==> config.mk <==
export PLATFORM = sky130hd
export DESIGN_NAME = bspe_ram
export DESIGN_NICKNAME = d
export VERILOG_FILES = /design/src/hw/rtl/bspe_ram.sv
export SDC_FILE = /design/constraint.sdc
export NUM_CORES = 1
export LEC_CHECK = 0
export ABC_CLOCK_PERIOD_IN_PS = 4600
export BUFFER_PORTS_ARGS = -buffer_cell sky130_fd_sc_hd__buf_2
export CORE_MARGIN = 2
export CORE_UTILIZATION = 55
export CTS_BUF_LIST = sky130_fd_sc_hd__clkbuf_16
export DETAILED_ROUTE_END_ITERATION = 7
export GPL_ROUTABILITY_DRIVEN = 0
export PLACE_DENSITY = 0.8
export SKIP_LAST_GASP = 1
export SLEW_MARGIN = 20
export SYNTH_ARGS = -nofsm -noshare
export SYNTH_HDL_FRONTEND = slang
export SYNTH_SLANG_ARGS = --single-unit
==> constraint.sdc <==
create_clock -name i_clk -period 4.6 [get_ports i_clk]
set_clock_uncertainty 0.2 [all_clocks]
set_input_delay 0.92 -clock i_clk [delete_from_list [all_inputs] [get_ports i_clk]]
set_output_delay 0.92 -clock i_clk [all_outputs]
set_load 0.005 [all_outputs]
==> src/hw/rtl/bspe_ram.sv <==
// generic single write port, single read port ram with registered read
// no dependencies
module bspe_ram #(
    parameter int WIDTH = 32,
    parameter int DEPTH = 17
) (
    input  logic                     i_clk,
    input  logic                     i_we,
    input  logic [$clog2(DEPTH)-1:0] i_waddr,
    input  logic [WIDTH-1:0]         i_wdata,
    input  logic [$clog2(DEPTH)-1:0] i_raddr,
    output logic [WIDTH-1:0]         o_rdata
);
    logic [WIDTH-1:0] r_mem [DEPTH];
    logic [WIDTH-1:0] r_rdata;

    always_ff @(posedge i_clk) begin
        if (i_we) begin
            r_mem[i_waddr] <= i_wdata;
        end
        r_rdata <= r_mem[i_raddr];
    end

    assign o_rdata = r_rdata;
endmodule

After elaboration in Yosys (flattened, before gate mapping)
Memory sizes are Yosys's and may differ from the RTL's. A register that Yosys moved wholly into a read port is not among the register bits.
Cells that the tools add are included.
Storage, ports and cells
  bits in registers: 0
  bits of input ports: 44
  memory bits (writable): 544
  memories kept: 1
  output and inout port bits: 32
Operators by class
  muxes and demuxes: 2
Memory list
  r_mem: depth 17, width 32, read ports 1, clocked after Yosys merged registers in 1, write ports 1, line 14  | logic [WIDTH-1:0] r_mem [DEPTH];
Operators with widths (number)
  two-way mux 1 bit: 2

Longest topological paths before layout
  word-level depth: 2
  gate-level depth with buffers: 6

Least setup slack after synthesis
No wires, ideal clock.
  kind: input to register
  start: in i_we
  end: mem r_mem[8][0], enable pin
  setup slack: 200 ps
  data required time: 3932 ps
  setup time: 468 ps
  stages on the path: 3
  arrival time: 3733 ps
  cell sequence: nor2b_1 > nand2_1 > nor3b_1
Between the ends
  cells in the longest elaborated chain, start to end: 2
RTL lines
  start: declaration: line 8  | input logic i_we,
  two-way mux 1 bit: line 18  | if (i_we) begin
  two-way mux 1 bit (not written as such): line 19  | r_mem[i_waddr] <= i_wdata;
  end: declaration: line 14
Every way passes these cells.

Worst setup path after layout
  start: in i_we
  end: mem r_mem[6][5], enable pin
Same word-level chain as after synthesis.

==> results.json <==
{
  "whs_path_depth": 2,
  "postSynthCellCount": 913,
  "starting_drc_count_in_detailed_routing": 1027,
  "worst_r2r_src": "r_mem[11][17]",
  "setup.worst_path.start_class": "primary input",
  "crit_path_capture_type": "register",
  "critPathMaxFanout": 24,
  "clock_pin_slew_on_the_worst_setup_and_hold_paths_ps": 60,
  "synth_cell_type_count": 27,
  "status": "complete, no violations",
  "critPathBufInv": 2,
  "critical_path_required_ps": 4690,
  "num_vias": 9910,
  "largest_incremental_delay_on_the_critical_path_ps": 780,
  "syn_avg_cell_area_um2": 23.7,
  "ios": 76,
  "rr_worst_depth": 3,
  "holdBufCountCts": 0,
  "core_region_area_um2": 38700,
  "drc": 0,
  "grt_overflow": 0,
  "rrSetupSlack_ps": 2850,
  "cts_max_level": 2,
  "std_cell_rows": 72,
  "placedInstanceArea_um2": 22600,
  "grt_max_degree": 65,
  "post_synth_instance_area_um2": 21600,
  "postSynthRegisterBits": 576,
  "num-nets-final": 1069,
  "cp.arrival_ps": 2820,
  "clock_tree_from_tritoncts": "yes",
  "hp-start": "r_mem[16][9]",
  "synth_nets": 957,
  "p_per_area_nw_per_um2": 447,
  "yosysWarningCount": 0,
  "die_h_um": 202,
  "final_hold_viol_count": 0,
  "p_leak_nw": 7.92,
  "r2r_end": "o_rdata[17]",
  "final-max-slew-violation-count": 0,
  "cts-buffers-inserted": 55,
  "grt_pass1_wl_um": 66500,
  "critical_path.cell_chain": "buf_2 > nor2b_1 > nand3b_1 > nor2_4 > buf_4",
  "slowest_stage": "sky130_fd_sc_hd__nor2_4",
  "post_drt_wl_per_cell_um": 28.0,
  "initial_utilization_pct": 55.8,
  "drive_gt1_share_pct": 33.6,
  "detail_route.vias_per_cell": 6.24,
  "cap_viol_max_count": 0,
  "post_detailed_route_count_of_antenna_violating_nets": 0,
  "n_antenna_cell": 0,
  "detail_route.wirelength_um": 44500,
  "cts.sinks": 576,
  "min_to": "o_rdata[9]",
  "critical_path_class": "primary input to register",
  "grt_setup_unrepaired": "no",
  "postLayoutCoreUtil_pct": 63.3,
  "design_area_um2": 24500,
  "drt-pass1-iter-count": 5,
  "dp_hpwl_um": 23100,
  "timing.final.crit_share_pct": 59.2,
  "filler_cell_count": 2507,
  "post-cts-setup-buffers": 0,
  "timing.critical_path.max_delay_family": "simple AND/OR/NAND/NOR gates",
  "die_area_um2": 40900,
  "clock_insertion_delay_worst_skew_ps": 610,
  "hp-class": "register to register",
  "worst_pin_slew_ps": 1090,
  "postCtsResizedCells": 0,
  "port_buf_inserts": 75,
  "clk_buf_depth": 3,
  "ctsRootBufferMaster": "sky130_fd_sc_hd__clkbuf_16",
  "grtUsageTotal_pct": 22.3,
  "summed_negative_setup_slack_over_all_endpoints_ps": 0,
  "first_global_vias": 10378,
  "syn2layout_area_growth_pct": 13.5,
  "final.hold.worst_slack_ps": 337,
  "vdd_ir_drop_max_uv": 328,
  "achievable-frequency_mhz": 367,
  "synth_seq_area_share_pct": 78.6,
  "setup_violations": 0,
  "max_slew_margin_pct": 27.4,
  "die-width_um": 202,
  "final.min_clock_period_ps": 2720,
  "number_of_antenna_violations_at_the_first_check_in_global_routing": 0
}
[power breakdown]
| group | internal (mW) | total, mW | switching, mW |
|---|---|---|---|
| Clock | 2.69 | 4.61 | 1.92 |
| Sequential | 5.82 | 5.84 | 0.0261 |
| Combinational | 0.208 | 0.502 | 0.294 |
| Total | 8.71 | 11.0 | 2.24 |
[worst max path at each step]
stage	startpoint	end	cells after the start
6_report	i_we	r_mem[6][5]	5
3_5_place_dp	i_we	r_mem[6][2]	5
2_1_floorplan	i_we	r_mem[8][0]	3
5_1_grt	i_we	r_mem[6][5]	5
4_1_cts	i_we	r_mem[6][5]	5
3_3_place_gp	i_waddr[4]	r_mem[6][5]	5
[flip-flops by register name, indices dropped and copies added, names as in the netlist]
register	flops
o_rdata	32
r_mem	544
[worst register-to-register path: stages (launching register included)]
cell,delay (ps)
sky130_fd_sc_hd__edfxtp_1,390
sky130_fd_sc_hd__mux4_2,490
sky130_fd_sc_hd__mux2i_1,380
sky130_fd_sc_hd__a221oi_2,130
[kinds of logic (layout without fill, tap and decap cells)]
| kind of cell | after synthesis | in the layout | share of synthesized area (%) |
|---|---|---|---|
| flip-flops | 576 | 576 | 78.6 |
| multiplexers | 160 | 160 | 14.9 |
| AO/OA/AOI/OAI | 64 | 64 | 3.24 |
| AND/OR/NAND/NOR | 64 | 64 | 1.29 |
| buffers and inverters | 49 | 206 | 1.95 |
[layout make-up]
type                    instances  area (µm²)  area share (%)
multi-input cells             288        4330            17.7
clock buffers                  55        1380            5.61
repair buffers                103         703            2.87
flip-flops and latches        576       17000            69.3
well taps                     518         648            2.64
inverters                       1        3.75          0.0153
clock inverters                47         474            1.93
[synthesized netlist by cell type]
cell	n	area [µm²]
sky130_fd_sc_hd__and4_1	1	8.76
sky130_fd_sc_hd__nand2_1	4	15.0
sky130_fd_sc_hd__buf_6	8	90.1
sky130_fd_sc_hd__nand3b_1	2	15.0
sky130_fd_sc_hd__clkbuf_1	12	45.0
sky130_fd_sc_hd__a221oi_1	7	61.3
sky130_fd_sc_hd__buf_8	2	30.0
sky130_fd_sc_hd__buf_2	11	55.1
sky130_fd_sc_hd__a221oi_2	25	375
sky130_fd_sc_hd__dfxtp_1	32	641
sky130_fd_sc_hd__nor2b_1	2	12.5
sky130_fd_sc_hd__nand3_1	1	5.00
sky130_fd_sc_hd__inv_2	1	3.75
sky130_fd_sc_hd__nor3_1	1	5.00
sky130_fd_sc_hd__buf_4	7	52.6
sky130_fd_sc_hd__mux4_1	7	184
sky130_fd_sc_hd__o22ai_2	10	125
sky130_fd_sc_hd__buf_1	1	3.75
sky130_fd_sc_hd__nor2_1	47	176
sky130_fd_sc_hd__mux2i_1	32	320
sky130_fd_sc_hd__or2_2	1	6.26
sky130_fd_sc_hd__o22ai_1	22	138
sky130_fd_sc_hd__nor3b_1	2	15.0
sky130_fd_sc_hd__edfxtp_1	544	16300
sky130_fd_sc_hd__buf_12	7	140
sky130_fd_sc_hd__nand2b_1	3	18.8
sky130_fd_sc_hd__mux4_2	121	2730
[metrics by stage]
| step | std cells | worst slack, ps | power (mW) |
|---|---|---|---|
| floorplan | 913 | 200 | 6.26 |
| global placement | 1484 | 1330 | 6.44 |
| detailed placement | 1484 | 1270 | 6.45 |
| CTS | 1586 | 1890 | 11.0 |
| global route | 1588 | 1770 | 11.3 |
| finish | 1588 | 1880 | 11.0 |
[layer usage]
metal	part of all wire, %	track usage, %	vias to the layer above
li1	-	-	4125
met1	39	30.0	5289
met2	53	37.8	423
met3	6.1	3.66	73
met4	2.0	7.04	0
met5	0	0	-
[cells in the final DEF, fill, tap and decap left out, types with 2 or more instances in the layout]
cell type and n:
sky130_fd_sc_hd__edfxtp_1 544, sky130_fd_sc_hd__mux4_2 121, sky130_fd_sc_hd__buf_2 72, sky130_fd_sc_hd__clkbuf_16 55
sky130_fd_sc_hd__nor2_1 34, sky130_fd_sc_hd__mux2i_1 32, sky130_fd_sc_hd__dfxtp_1 32, sky130_fd_sc_hd__a221oi_2 25
sky130_fd_sc_hd__o22ai_1 22, sky130_fd_sc_hd__buf_4 22, sky130_fd_sc_hd__nor2_4 13, sky130_fd_sc_hd__inv_1 12
sky130_fd_sc_hd__clkinv_1 11, sky130_fd_sc_hd__o22ai_2 10, sky130_fd_sc_hd__clkinv_2 10, sky130_fd_sc_hd__bufinv_16 9
sky130_fd_sc_hd__a221oi_1 7, sky130_fd_sc_hd__mux4_1 7, sky130_fd_sc_hd__buf_12 5, sky130_fd_sc_hd__nand2_1 4
sky130_fd_sc_hd__nand2b_1 2, sky130_fd_sc_hd__nand3b_1 2, sky130_fd_sc_hd__nor3b_2 2, sky130_fd_sc_hd__inv_16 2
sky130_fd_sc_hd__buf_6 2, sky130_fd_sc_hd__buf_16 2
No activity file was read; power rests on OpenSTA's default activity.
